===== config.mk =====
export PLATFORM = sky130hd
export DESIGN_NAME = rbe_ram
export DESIGN_NICKNAME = d
export VERILOG_FILES = /design/src/sv/rbe_ram.sv
export SDC_FILE = /design/constraint.sdc
export NUM_CORES = 2
export LEC_CHECK = 0
export BUFFER_PORTS_ARGS = -buffer_cell sky130_fd_sc_hd__buf_2
export CAP_MARGIN = 40
export CORE_MARGIN = 2
export CORE_UTILIZATION = 48
export CTS_CLUSTER_SIZE = 30
export DETAILED_ROUTE_END_ITERATION = 16
export GPL_ROUTABILITY_DRIVEN = 0
export GPL_TIMING_DRIVEN = 0
export PLACE_DENSITY = 0.64
export SYNTH_ARGS = -nofsm -noshare
export SYNTH_HDL_FRONTEND = slang
export SYNTH_SLANG_ARGS = --single-unit

===== constraint.sdc =====
create_clock -name clk -period 4.35 [get_ports clk]
set_clock_uncertainty 0.15 [all_clocks]
set_input_delay 0.87 -clock clk [delete_from_list [all_inputs] [get_ports clk]]
set_output_delay 0.87 -clock clk [all_outputs]
set_load 0.1 [all_outputs]

===== src/sv/rbe_ram.sv =====
// Generic single-write, single-read RAM with registered read data.
module rbe_ram #(
    parameter int WIDTH = 8,
    parameter int DEPTH = 256
) (
    input  logic                     clk,
    input  logic                     we,
    input  logic [$clog2(DEPTH)-1:0] waddr,
    input  logic [WIDTH-1:0]         wdata,
    input  logic                     re,
    input  logic [$clog2(DEPTH)-1:0] raddr,
    output logic [WIDTH-1:0]         rdata
);

    logic [WIDTH-1:0] mem_reg [DEPTH];
    logic [WIDTH-1:0] rdata_reg;

    always_ff @(posedge clk)
    begin
        if (we)
        begin
            mem_reg[waddr] <= wdata;
        end
        if (re)
        begin
            rdata_reg <= mem_reg[raddr];
        end
    end

    assign rdata = rdata_reg;

endmodule


; ---- After elaboration in Yosys (flattened, before gate mapping)
; Memory sizes are Yosys's and may differ from the RTL's. A register that Yosys moved wholly into a read port is not among the register bits.
; Index checks and enable logic that the tools add are counted.
[classes]
mux = 2
[ops]
columns = cell, count
row1 = 2-to-1 mux 1 bit, 2
[totals]
out_inout_bits = 8
input_bits = 27
ff_bits = 0
mem_bits_rw = 2048
wordCells = 3
n_memories = 1
[memory_table]
columns = memory, depth, word_bits, read_ports, rd_ports_with_merged_regs, write_ports, line_no
row1 = mem_reg, 256, 8, 1, 1, 1, 15  ; logic [WIDTH-1:0] mem_reg [DEPTH];

; ---- Depth between registers and ports, before layout
[logic_depth]
word_depth = 2
mapped_depth = 11
depth_no_buf = 6

; ---- Worst setup path before layout
; OpenSTA, ideal clock, no wires.
[synth_timing]
kind = input port to flip-flop
start = in raddr[0]
end = reg rdata_reg[2], in the netlist rdata[2], read port of mem_reg (data pin)
t_required_ps = 3931
path_buffers = 4
setup_slack_ps = 1254
stages = 9
arrival_time_ps = 2677
setup_time_ps = 269
path_cell_list = buf_6 -> buf_12 -> buf_8 -> buf_2 -> mux4_2 -> a22oi_1 -> a21oi_1 -> nor4_1 -> nor4_2
[synth_lines]
columns = element, line_no
row1 = start: declaration, 11  ; input logic [$clog2(DEPTH)-1:0] raddr,
row2 = end: declaration, 16  ; logic [WIDTH-1:0] rdata_reg;

==> metrics.md <==
| Metric | Value |
|---|---|
| CTS root buf | clkbuf_16 |
| Peak supply drop | 0.436 mV |
| Critical Path Start Type | input pin |
| Number of remaining DRC errors | 0 |
| Met2 wire len | 108000 um |
| Run status | complete, but fails checks |
| Worst setup margin | -62.7 ps |
| Final setup violating endpoints | 2 |
| RSZ-0062 raised after global routing | no |
| Fmax | 0.227 GHz |
| Drt wl/cell | 37.0 um |
| Final core utilization | 55.0% |
| Post-CTS Resized | 0 |
| Synth Area in Compound Gates | 3.42% |
| Critical Path AT | 4770 ps |
| CTS buffer count | 201 |
| EDFF count, synth | 2056 |
| Worst Path Max Fanout | 10 |
| Worst skew pair latency | 840 ps |
| Seq/Total Area, Yosys | 77.5% |
| Mapped Area | 0.0796 mm^2 |
| MaxCap Viol Count | 0 |
| Largest net degree at the start of global routing | 151 |
| Reg2reg path depth | 6 |
| Layout cells sized above 1 | 24.5% |
| Setup bufs post-CTS | 0 |
| Antenna-violating nets left | 0 |
| Initial Util | 48.3% |
| Post-layout min period | 4410 ps |
| Multiplexer share of the synthesized area | 14.6% |
| Die Ht | 411 um |
| Synth Warn # | 0 |
| Total track usage | 28.4% |
| Final Hold Fails | 0 |
| First-pass GRT wire length | 328000 um |
| Required time of the critical path | 4710 ps |
| Hold Path Class | in -> reg |
| Post-Syn Nets | 3760 |
| Main synth FF type | edfxtp_1 |
| Crit. End Element | flip-flop |
| CTS Hold Buffers Added | 0 |
| P&R area growth vs syn | 13.8% |
| #FFs+latches synth | 2056 |
| CTS Sinks | 2056 |
| Largest cells by area after synthesis | edfxtp_1 (78%), mux4_2 (13%), mux2i_1 (1.7%) |
| Number of global-route vias before repair | 40600 |
| Slew Limit Fails | 0 |
| Synth Instances | 3733 |
| Routed met1 length | 89700 um |
| Power per Cell Area | 459 mW/mm^2 |
| WL met3 | 30500 um |
| Total power | 41600 uW |
| Clock Path Buffers | 3 |
| Top cell type's share of synthesized area | 77.5% |
| Adder and majority gate portion of the synthesized area | 0% |
| Post-Synth XOR/XNOR Area | 0% |
| 1st-iter DRT viols | 7260 |
| Drt pass-1 iters | 6 |
| CTS tree | built |
| Fillcell total | 12500 |
| Measured slew at the worst slew-check pin | 1080 ps |
| RR Startpoint | mem_reg[135][2] |
| Final net count | 4134 |
| Leak | 0.0283 uW |
| DP HPWL | 163000 um |
| Vias post-DR | 42200 |
| Placed Area | 0.0842 mm^2 |
| Max FFs per register | 2048 |
| Headroom to the max-slew limit | 28.1% |
| Die W | 411 um |
| Hold Path Depth | 1 |
| Post-synth ARST share | 0% |
| DR vias/cell | 6.53 |
| Die footprint | 0.169 mm^2 |
| Core Rows | 149 |
| Reg clk slew, reported paths | 60 ps |
| Hold wc startpoint | re |
| Design area | 0.0907 mm^2 |
| Initial antenna violation count | 24 |
| CTS H-tree lvls | 4 |
| Post-synth cell types | 54 |
| Tcrit/Tclk final | 101% |
| Hold EP | rdata[7] |
| Failing checks | setup timing |
| Avg Cell Area, Syn | 21.3 um^2 |
| Top Ports | 35 |
| Worst flop-to-flop path endpoint | rdata[2] |
| Top Layer Used | met5 |
| PortBufs | 27 |
| Total wire length | 239000 um |
| Dominant cell type by area after synthesis | edfxtp_1 |
| Synth Area in Simple Gates | 2.63% |
| Register-to-register setup slack | 1120 ps |
| Remaining Overflow, GRT | 0 |
| Core area | 0.165 mm^2 |
| Largest family of logic cells by synthesized area | multiplexers |
| Setup CP Type | in -> reg |
cells by family (layout without fill, tap and decap cells):
kind of cell | Yosys count | after routing
flip-flops | 2056 | 2056
AND/OR/NAND/NOR | 466 | 466
AO/OA/AOI/OAI | 385 | 385
multiplexers | 591 | 591
other | 0 | 9
buffers and inverters | 235 | 766
cells in the final DEF, fill, tap and decap left out, drive strengths merged, types with 6 or more instances in the layout:
master	synthesis	layout
a211oi	16	16
nor3	22	22
nor4	27	27
inv	1	8
clkinv	1	92
o22ai	28	28
clkbuf	111	350
nor2	282	282
and2	6	6
a21oi	96	96
a22oi	133	133
diode	0	9
buf	122	289
mux2i	134	134
nand3	34	34
nor2b	31	31
o211ai	10	10
mux4	456	456
nand4	10	10
o21ai	12	12
o221ai	47	47
nand2b	8	8
a22o	8	8
nand2	33	33
bufinv	0	22
a221oi	14	14
edfxtp	2056	2056
cell type report:
cell class,count,area (um^2),share of cell area (%)
antenna,9,22.5,0.0248
buffer,233,1480,1.63
tap,2189,2740,3.02
clock buffer,239,5260,5.80
sequential,2056,61700,68.1
inverter,2,7.51,0.00828
timing repair buffer,171,1770,1.96
clock inverter,121,1160,1.28
multi-input combinational,1442,16500,18.2
worst max path at each step:
stage | startpoint | slack [ps] | endpoint | cells past startpoint
2_1_floorplan | raddr[0] | 1250 | rdata[2] | 9
3_3_place_gp | raddr[1] | -1700 | rdata[1] | 9
3_5_place_dp | raddr[2] | -750 | rdata[3] | 10
4_1_cts | raddr[2] | 110 | rdata[3] | 10
5_1_grt | raddr[2] | 50 | rdata[3] | 10
6_report | raddr[2] | -60 | rdata[3] | 10
routing by layer:
metal | vias up | track usage (%)
met1 | 22200 | 39.6
met4 | 30 | 11.7
li1 | 16500 | -
met3 | 524 | 8.28
met2 | 2967 | 42.3
met5 | - | 0
power by group:
part | leakage [uW] | switching [uW] | internal [uW]
sequential | 0.0185 | 16.7 | 21900
clock | 0.00317 | 7420 | 9880
combinational | 0.00661 | 1710 | 755
total | 0.0283 | 9150 | 32500
critical path, stage by stage:
cell and delay, ps:
buf_2 180, buf_2 240, nor2b_1 480, buf_4 270
clkbuf_1 660, clkbuf_1 600, a22oi_1 190, a21oi_1 350
nor3_1 140, nor4_1 770
synth_stat cells (3+ instances only):
cell type  number
buf_8          13
o211ai_1       10
nor2b_1        31
nand4_1        10
a211oi_1       16
edfxtp_1     2056
o221ai_1       46
o32ai_1         4
o22a_1          5
buf_12          8
nand2_1        33
and2_1          6
a22o_1          8
buf_4          27
o22ai_1        28
nor2_1        282
buf_2          31
nand2b_1        8
buf_1          22
nand3_1        34
a21oi_1        96
mux2i_1       134
o21ai_0        10
a22oi_1       133
mux4_2        454
buf_6          21
nor4_2          3
a221oi_1       13
or2_2           4
nor3_1         22
nor4_1         24
clkbuf_1      111
metrics by stage:
stage | worst slack [ps] | setup TNS, ps | hold WS (ps) | instances
3_3_place_gp | -1700 | -2063080 | 1060 | 5949
4_1_cts | 113 | 0 | 280 | 6449
5_1_grt | 51.0 | 0 | 285 | 6455
2_1_floorplan | 1250 | 0 | 714 | 3733
6_report | -62.7 | -100 | 323 | 6462
3_5_place_dp | -746 | -24110 | 1110 | 6089
Power figures use the tool's default switching activity.
