`src/sv/rbe_pkg.sv`:
```
// Shared constants, opcodes, state encoding and types for the rANS byte encoder.
package rbe_pkg;

    localparam int SCALE_BITS  = 12;
    localparam int NUM_SYMBOLS = 256;
    localparam int TABLE_AW    = $clog2(NUM_SYMBOLS);
    localparam int OP_W        = 2;
    localparam int SYM_W       = 8;
    localparam int FREQ_W      = 13;
    localparam int CUM_W       = 12;
    localparam int ENTRY_W     = FREQ_W + CUM_W;
    localparam int STATE_W     = 32;
    localparam int BYTE_W      = 8;
    localparam int IN_W        = ((OP_W + SYM_W + FREQ_W + CUM_W + 7) / 8) * 8;
    localparam int STATE_LOW_BIT = 23;
    // state >= ((2^23 >> SCALE_BITS) << 8) * freq  <=>  (state >> RENORM_SHIFT) >= freq
    localparam int RENORM_SHIFT  = STATE_LOW_BIT - SCALE_BITS + BYTE_W;
    localparam int BYTE_CNT_W    = 2;
    localparam int DIV_RADIX_BITS = 2;
    localparam int DIV_CYCLES    = STATE_W / DIV_RADIX_BITS;
    localparam int DIV_CNT_W     = $clog2(DIV_CYCLES);

    localparam logic [STATE_W-1:0] STATE_INIT = STATE_W'(64'd1 << STATE_LOW_BIT);

    typedef enum logic [OP_W-1:0] {
        OP_LOAD   = 2'd0,
        OP_ENCODE = 2'd1,
        OP_FLUSH  = 2'd2,
        OP_NONE   = 2'd3
    } opcode_t;

    typedef enum logic [1:0] {
        ST_IDLE,
        ST_RENORM,
        ST_DIV,
        ST_FLUSH
    } fsm_t;

    typedef struct packed {
        logic               done;
        logic [STATE_W-1:0] quotient;
        logic [FREQ_W-1:0]  remainder;
    } div_res_t;

endpackage

```
`src/sv/rbe_div.sv`:
```
// Radix-4 restoring divider: 32-bit dividend by 13-bit divisor, two bits per cycle.
module rbe_div (
    input  logic                          clk,
    input  logic                          rst_n,
    input  logic                          start,
    input  logic [rbe_pkg::STATE_W-1:0]   dividend,
    input  logic [rbe_pkg::FREQ_W-1:0]    divisor,
    output rbe_pkg::div_res_t             res
);
    import rbe_pkg::*;

    logic                 busy_reg, busy_next;
    logic                 done_reg, done_next;
    logic [DIV_CNT_W-1:0] cnt_reg, cnt_next;
    logic [STATE_W-1:0]   quo_reg, quo_next;
    logic [FREQ_W-1:0]    rem_reg, rem_next;
    logic [FREQ_W-1:0]    dsr_reg, dsr_next;

    logic [STATE_W-1:0]   step_q;
    logic [FREQ_W-1:0]    step_r;
    logic [FREQ_W:0]      part;

    always_comb
    begin
        step_q = quo_reg;
        step_r = rem_reg;
        part   = '0;
        for (int i = 0; i < DIV_RADIX_BITS; i++)
        begin
            part   = {step_r, step_q[STATE_W-1]};
            step_q = {step_q[STATE_W-2:0], 1'b0};
            if (part >= {1'b0, dsr_reg})
            begin
                part      = part - {1'b0, dsr_reg};
                step_q[0] = 1'b1;
            end
            step_r = part[FREQ_W-1:0];
        end
    end

    always_comb
    begin
        busy_next = busy_reg;
        done_next = 1'b0;
        cnt_next  = cnt_reg;
        quo_next  = quo_reg;
        rem_next  = rem_reg;
        dsr_next  = dsr_reg;
        if (start)
        begin
            busy_next = 1'b1;
            cnt_next  = '0;
            quo_next  = dividend;
            rem_next  = '0;
            dsr_next  = divisor;
        end
        else if (busy_reg)
        begin
            quo_next = step_q;
            rem_next = step_r;
            cnt_next = cnt_reg + 1'b1;
            if (cnt_reg == DIV_CNT_W'(DIV_CYCLES - 1))
            begin
                busy_next = 1'b0;
                done_next = 1'b1;
            end
        end
    end

    always_ff @(posedge clk or negedge rst_n)
    begin
        if (!rst_n)
        begin
            busy_reg <= 1'b0;
            done_reg <= 1'b0;
            cnt_reg  <= '0;
        end
        else
        begin
            busy_reg <= busy_next;
            done_reg <= done_next;
            cnt_reg  <= cnt_next;
        end
    end

    always_ff @(posedge clk)
    begin
        quo_reg <= quo_next;
        rem_reg <= rem_next;
        dsr_reg <= dsr_next;
    end

    assign res.done      = done_reg;
    assign res.quotient  = quo_reg;
    assign res.remainder = rem_reg;

`ifndef NO_ASSERTIONS
    a_rem_below_divisor: assert property (@(posedge clk) disable iff (!rst_n)
        busy_reg |-> (rem_reg < dsr_reg))
        else $error("partial remainder not below divisor");
`endif

endmodule

```
`config.mk`:
```
export PLATFORM = sky130hd
export DESIGN_NAME = rbe_div
export DESIGN_NICKNAME = d
export VERILOG_FILES = /design/src/sv/rbe_pkg.sv /design/src/sv/rbe_div.sv
export SDC_FILE = /design/constraint.sdc
export NUM_CORES = 1
export LEC_CHECK = 0
export BUFFER_PORTS_ARGS = -buffer_cell sky130_fd_sc_hd__buf_2
export CAP_MARGIN = 20
export CORE_MARGIN = 1.5
export CORE_UTILIZATION = 58
export CTS_CLUSTER_DIAMETER = 40
export DETAILED_ROUTE_END_ITERATION = 8
export PLACE_DENSITY = 0.85
export REMOVE_ABC_BUFFERS = 1
export SLEW_MARGIN = 10
export SYNTH_ARGS = -nofsm -noshare
export SYNTH_HDL_FRONTEND = slang
export SYNTH_SLANG_ARGS = --single-unit
export TNS_END_PERCENT = 1
```
`constraint.sdc`:
```
create_clock -name clk -period 7.1 [get_ports clk]
set_clock_uncertainty 0.1 [all_clocks]
set_input_delay 0 -clock clk [delete_from_list [all_inputs] [get_ports clk]]
set_output_delay 0 -clock clk [all_outputs]
set_load 0.03 [all_outputs]
```
Word level (Yosys, flattened, before mapping)
Cells that the tools add are included.
{"block": "totals", "reg_bits": 64, "latch_bits": 0, "ram_bits": 0, "mem_bits_ro": 0, "in_bits": 48, "output_inout_bits": 46, "elab_cells": 27, "mem_count": 0}
{"block": "op_classes", "add_sub_neg": 3, "n_mul": 0, "n_div": 0, "n_lt_le_gt_ge": 2, "eq_ne": 1, "shifts": 0, "muxes": 14, "n_bitwise": 0, "n_reduce_logical": 1}
{"op": "two-way mux 32 bit", "n": 2}
{"op": ">= comparator 14 x 13 -> 1 bit", "n": 2}
{"op": "two-way mux 13 bit", "n": 2}
{"op": "subtractor 13 bit", "n": 2}
{"op": "two-way mux 1 bit", "n": 8}
{"op": "two-way mux 4 bit", "n": 2}
{"op": "adder 4 x 1 -> 4 bit (second input constant)", "n": 1}
{"op": "equality test 4 bit (second input constant)", "n": 1}
{"op": "nonzero test 2 bit", "n": 1}

Longest topological paths before layout
{"block": "depth", "word_depth": 6, "mapped_depth": 25, "ltp_nobuf": 21}

Least setup slack after synthesis
Ideal clock, no wire load.
{"block": "synth_path", "path_type": "register -> register", "start": "register quo_reg[31]", "end": "register quo_reg[0] (data pin)", "setup_time_ns": 0.260, "arrival_time_ns": 4.612, "required_time_ns": 6.740, "slack_ns": 2.128, "stages_incl_launch_ff": 23, "path_cell_list": "edfxtp_1 -> inv_1 -> ha_1 -> inv_1 -> fa_1 -> nand3_1 -> a21oi_2 -> o311ai_4 -> nand3_1 -> and2_1 -> buf_6 -> buf_2 -> mux2_2 -> ha_1 -> a211oi_1 -> nor2_1 -> o41ai_1 -> a21oi_1 -> o22a_1 -> a311o_1 -> buf_6 -> buf_4 -> mux2_2"}
{"block": "synth_via", "elab_chain_len": 6}
{"item": "from (decl)", "line": "rbe_div.sv:15", "rtl": "logic [STATE_W-1:0] quo_reg, quo_next;"}
{"item": "from (signal assigned)", "line": "rbe_div.sv:88", "rtl": "quo_reg <= quo_next;"}
{"item": "subtractor 13 bit / >= comparator 14 x 13 -> 1 bit (equally long branches)", "line": "rbe_div.sv:34, rbe_div.sv:32"}
{"item": "two-way mux 13 bit *", "line": "rbe_div.sv:32", "rtl": "if (part >= {1'b0, dsr_reg})"}
{"item": ">= comparator 14 x 13 -> 1 bit *", "line": "rbe_div.sv:32"}
{"item": "two-way mux 1 bit *", "line": "rbe_div.sv:32"}
{"item": "two-way mux 32 bit *", "line": "rbe_div.sv:57", "rtl": "else if (busy_reg)"}
{"item": "two-way mux 32 bit *", "line": "rbe_div.sv:49", "rtl": "if (start)"}
{"item": "net quo_next[0]", "line": "rbe_div.sv:15"}
The timed path passes the listed nets; every way through them passes the cells marked *. The select of a mux whose other input is x is not followed.
A chain may end at the register's enable or synchronous reset.

Worst setup path in the final report
{"block": "layout_path", "start": "register quo_reg[31]", "end": "register rem_reg[0]"}
{"block": "layout_via", "elab_chain_len": 4}
{"item": "subtractor 13 bit / >= comparator 14 x 13 -> 1 bit (equally long branches)", "line": "rbe_div.sv:34, rbe_div.sv:32"}
{"item": "two-way mux 13 bit *", "line": "rbe_div.sv:32"}
{"item": ">= comparator 14 x 13 -> 1 bit *", "line": "rbe_div.sv:32"}
{"item": "two-way mux 13 bit *", "line": "rbe_div.sv:32"}
{"item": "to (signal assigned)", "line": "rbe_div.sv:89", "rtl": "rem_reg <= rem_next;"}
{"item": "to (decl)", "line": "rbe_div.sv:16", "rtl": "logic [FREQ_W-1:0] rem_reg, rem_next;"}
Every way passes the cells marked *; elsewhere a longest branch is shown, timed or not.

==> results.sh <==
export IMPL_slowest_delay_ns=0.81
export IMPL_antenna_found_initial=0
export IMPL_cts_buffers=9
export IMPL_crit_path_frequent_cell="inv_1"
export IMPL_synthCells=347
export IMPL_port_buffers=93
export IMPL_area_growth_synth_to_final_pct=31.21
export IMPL_first_global_vias=3576
export IMPL_switching_share_pct=42.47
export IMPL_peakVddDrop_uv=245.8
export IMPL_cts_sinks=64
export IMPL_rows=29
export IMPL_dpl_cell_count=504
export IMPL_critPathSlowestCell="a311o_1"
export IMPL_fmax_mhz=169.3
export IMPL_cp_max_fo=17
export IMPL_period_minus_slack_ns=5.906
export IMPL_vias_per_cell=6.239
export IMPL_holdPathStages=3
export IMPL_holdCritPathClass="in -> reg"
export IMPL_p_per_area_nw_per_um2=399.4
export IMPL_start_kind="flop"
export IMPL_drc=2
export IMPL_hold_viol=0
export IMPL_endpoint_kind="flop"
export IMPL_final_cells=568
export IMPL_critPathKind="reg -> reg"
export IMPL_drive_above_1_share_pct=33.81
export IMPL_regToRegStartpoint="quo_reg[31]"
export IMPL_n_antenna_cell=0
export IMPL_root_buffer="clkbuf_8"
export IMPL_dp_hpwl_mm=6.578
export IMPL_outcome="finished with violations"
export IMPL_hold_ws_ns=0.2427
export IMPL_ios=94
export IMPL_yosys_register_bits=64
export IMPL_synth_area_per_cell_sq_um=11.39
export IMPL_core_area_sq_um=6459
export IMPL_violations="design-rule violations"
export IMPL_grt_use_total_pct=33.89
export IMPL_post_route_util_pct=80.30
export IMPL_antenna_left=0
export IMPL_postRouteWirelength_mm=12.09
export IMPL_power_clock_fraction_pct=19.2
export IMPL_initialDrtViolationCount=387
export IMPL_num_vias=3544
export IMPL_die_h_microns=85.55
export IMPL_worst_path_buf_inv=3
export IMPL_setup_tns_ns=0
export IMPL_die_area_sq_um=7319
export IMPL_finalSetupViolations=0
export IMPL_htreeDepth=3
export IMPL_hold_path_end="cnt_reg[3]"
export IMPL_cellInternalPower_mw=1.192
export IMPL_cts_resized_gates=0
export IMPL_cp_required_ns=7.28
export IMPL_min_period_over_period_pct=83.19
export IMPL_crit_start="quo_reg[31]"
export IMPL_p_seq_share_pct=25.4
export IMPL_cts_clk_slew_worst_paths_ns=0.08
export IMPL_r2r_end="rem_reg[0]"
export IMPL_reg2reg_slack_ns=1.19
export IMPL_synth_area_sq_um=3953
export IMPL_power_switching_mw=0.8796
export IMPL_rr_worst_depth=20
export IMPL_yosys_warnings=0
export IMPL_cpLargestDelayFamily="compound AO/OA/AOI/OAI gates"
export IMPL_path_cells="inv_1 -> ha_1 -> inv_1 -> fa_1 -> nand3_1 -> a21oi_2 -> o311ai_4 -> nand3_1 -> and2_1 -> a21oi_1 -> inv_1 -> fa_1 -> nand2b_1 -> a211oi_1 -> o41ai_1 -> a21oi_1 -> o22a_1 -> a311o_1 -> mux2_4 -> a211oi_2"
export IMPL_nNetsFinal=563
export IMPL_combPwrFrac_pct=55.4
export IMPL_ys_types=53
export IMPL_grt_pass1_wl_mm=18.63
export IMPL_clk_latency_ns=0.36
export IMPL_n_fill_cell=359
export IMPL_tightest_slew_ns=1.044
export IMPL_synth_top_flop_cell="edfxtp_1"
export IMPL_power_leakage_nw=2.296
export IMPL_maxSlewViolCount=0
export IMPL_gp_congestion=0.8998
export IMPL_ys_seq_area_share_pct=44.57
export IMPL_hold_start="start"
export IMPL_die_x_microns=85.55
export IMPL_grt_max_degree=67
export IMPL_crit_arrival_ns=6.09
export IMPL_first_pass_iters=7
export IMPL_clockBufferDepth=2
export IMPL_cap_violations=0
export IMPL_grt_overflow=0
export IMPL_start_util_pct=61.20
export IMPL_max_slew_margin_pct=30.42
export IMPL_avgRoutedWirePerCell_microns=21.29
export IMPL_tritoncts="yes"
export IMPL_synth_async_reset_ratio_pct=9.375
export IMPL_largest_reg_flops=32
export IMPL_synth_edf_count=45
export IMPL_rsz0062_at_grt="false"
cells in the mapped netlist, drive strengths merged, types with 3 or more instances:
library cell,instances,area [sq um]
a21boi,3,22.52
o31a,4,35.03
a21o,4,30.03
buf,6,46.28
o21ai,5,25.02
inv,17,63.81
nand3,4,20.02
nand2,11,43.80
xor2,7,61.31
nor2,34,127.6
mux2,42,476.7
dfrtp,6,150.1
edfxtp,45,1351
clkbuf,8,30.03
nand2b,3,18.77
a21oi,19,102.6
nand4,6,37.54
nor3,8,40.04
a211oi,14,115.1
nor2b,3,18.77
o21a,4,30.03
ha,27,337.8
xnor2,15,131.4
or2,4,25.02
mux2i,11,110.1
dfxtp,13,260.3
power groups by stage:
stage          clock [mW]  combinational [mW]  sequential, mW
6_report            0.398                1.15           0.526
5_1_grt             0.411                1.22           0.532
4_1_cts             0.390                1.09           0.519
3_5_place_dp            0                1.06           0.525
3_3_place_gp            0                1.03           0.523
2_1_floorplan           0               0.730           0.622
layout make-up:
type / count / area, sq um / area share [%]
Clock buffer: 9 / 123.9 / 2.388
Clock inverter: 7 / 118.9 / 2.292
Timing Repair Buffer: 142 / 970.9 / 18.72
Multi-Input combinational cell: 252 / 2051 / 39.54
Sequential cell: 64 / 1762 / 33.97
Tap cell: 77 / 96.34 / 1.858
Inverter: 17 / 63.81 / 1.230
cell families after synthesis:
logic type	count (synthesis)	synth area share, %
multiplexers	53	14.85
flip-flops	64	44.57
AO/OA/AOI/OAI	68	12.98
adder cells (fa/ha/maj)	29	9.560
buffers and inverters	31	3.545
AND/OR/NAND/NOR	80	9.624
XOR/XNOR	22	4.875
cell usage in the layout (no fill, tap or decap), types with 3 or more instances in the layout:
cell type / synthesis / routed
buf_2: 1 / 93
dlygate4sd3_1: 0 / 47
edfxtp_1: 45 / 45
mux2_2: 41 / 41
nor2_1: 34 / 34
ha_1: 27 / 27
inv_1: 17 / 17
a21oi_1: 17 / 17
xnor2_1: 15 / 15
dfxtp_1: 13 / 13
a211oi_1: 12 / 12
mux2i_1: 11 / 11
nand2_1: 10 / 10
clkbuf_8: 0 / 9
nor3_1: 8 / 8
xor2_1: 7 / 7
nand4_1: 6 / 6
dfrtp_1: 6 / 6
o21ai_0: 5 / 5
nand3_1: 4 / 4
o21a_1: 4 / 4
o31a_1: 4 / 4
a21o_1: 4 / 4
or2_2: 4 / 4
nor2b_1: 3 / 3
nand2b_1: 3 / 3
a21boi_0: 3 / 3
bufinv_16: 0 / 3
through the flow:
| step | setup slack (ns) | total power [mW] | instance area [sq um] |
|---|---|---|---|
| 3_5_place_dp | 1.603 | 1.589 | 4446 |
| 4_1_cts | 1.569 | 1.999 | 5159 |
| 3_3_place_gp | 1.812 | 1.554 | 4446 |
| 2_1_floorplan | 2.073 | 1.351 | 3876 |
| 5_1_grt | 0.9124 | 2.163 | 5186 |
| 6_report | 1.194 | 2.071 | 5186 |
worst max path at each step:
stage	to	slack (ns)	cells past startpoint
2_1_floorplan	rem_reg[0]	2.07	20
3_3_place_gp	rem_reg[0]	1.81	20
3_5_place_dp	rem_reg[0]	1.60	20
4_1_cts	rem_reg[0]	1.57	20
5_1_grt	rem_reg[3]	0.91	20
6_report	rem_reg[0]	1.19	20
worst register-to-register path: cells and delay by family (launching register included):
family / cells / cell delay, ns
mux: 1 / 0.36
simple gates: 4 / 0.93
compound gates: 9 / 2.69
fa+ha+maj: 3 / 1.05
buf+inv: 3 / 0.28
flops: 1 / 0.42
timing repair:
item | 4_1_cts | 5_1_grt
endpoints found under the hold margin | 51 | 0
hold buffers | 47 | 0
setup buffers | 0 | 0
layer usage:
layer / up-vias / wire length, microns / track usage [%]
met3: 54 / 961 / 8.277
met2: 247 / 5863 / 56.48
li1: 1581 / - / -
met5: - / 0 / 0
met1: 1662 / 4783 / 41.79
met4: 0 / 483 / 15.54
No activity file was read; power rests on OpenSTA's default activity.
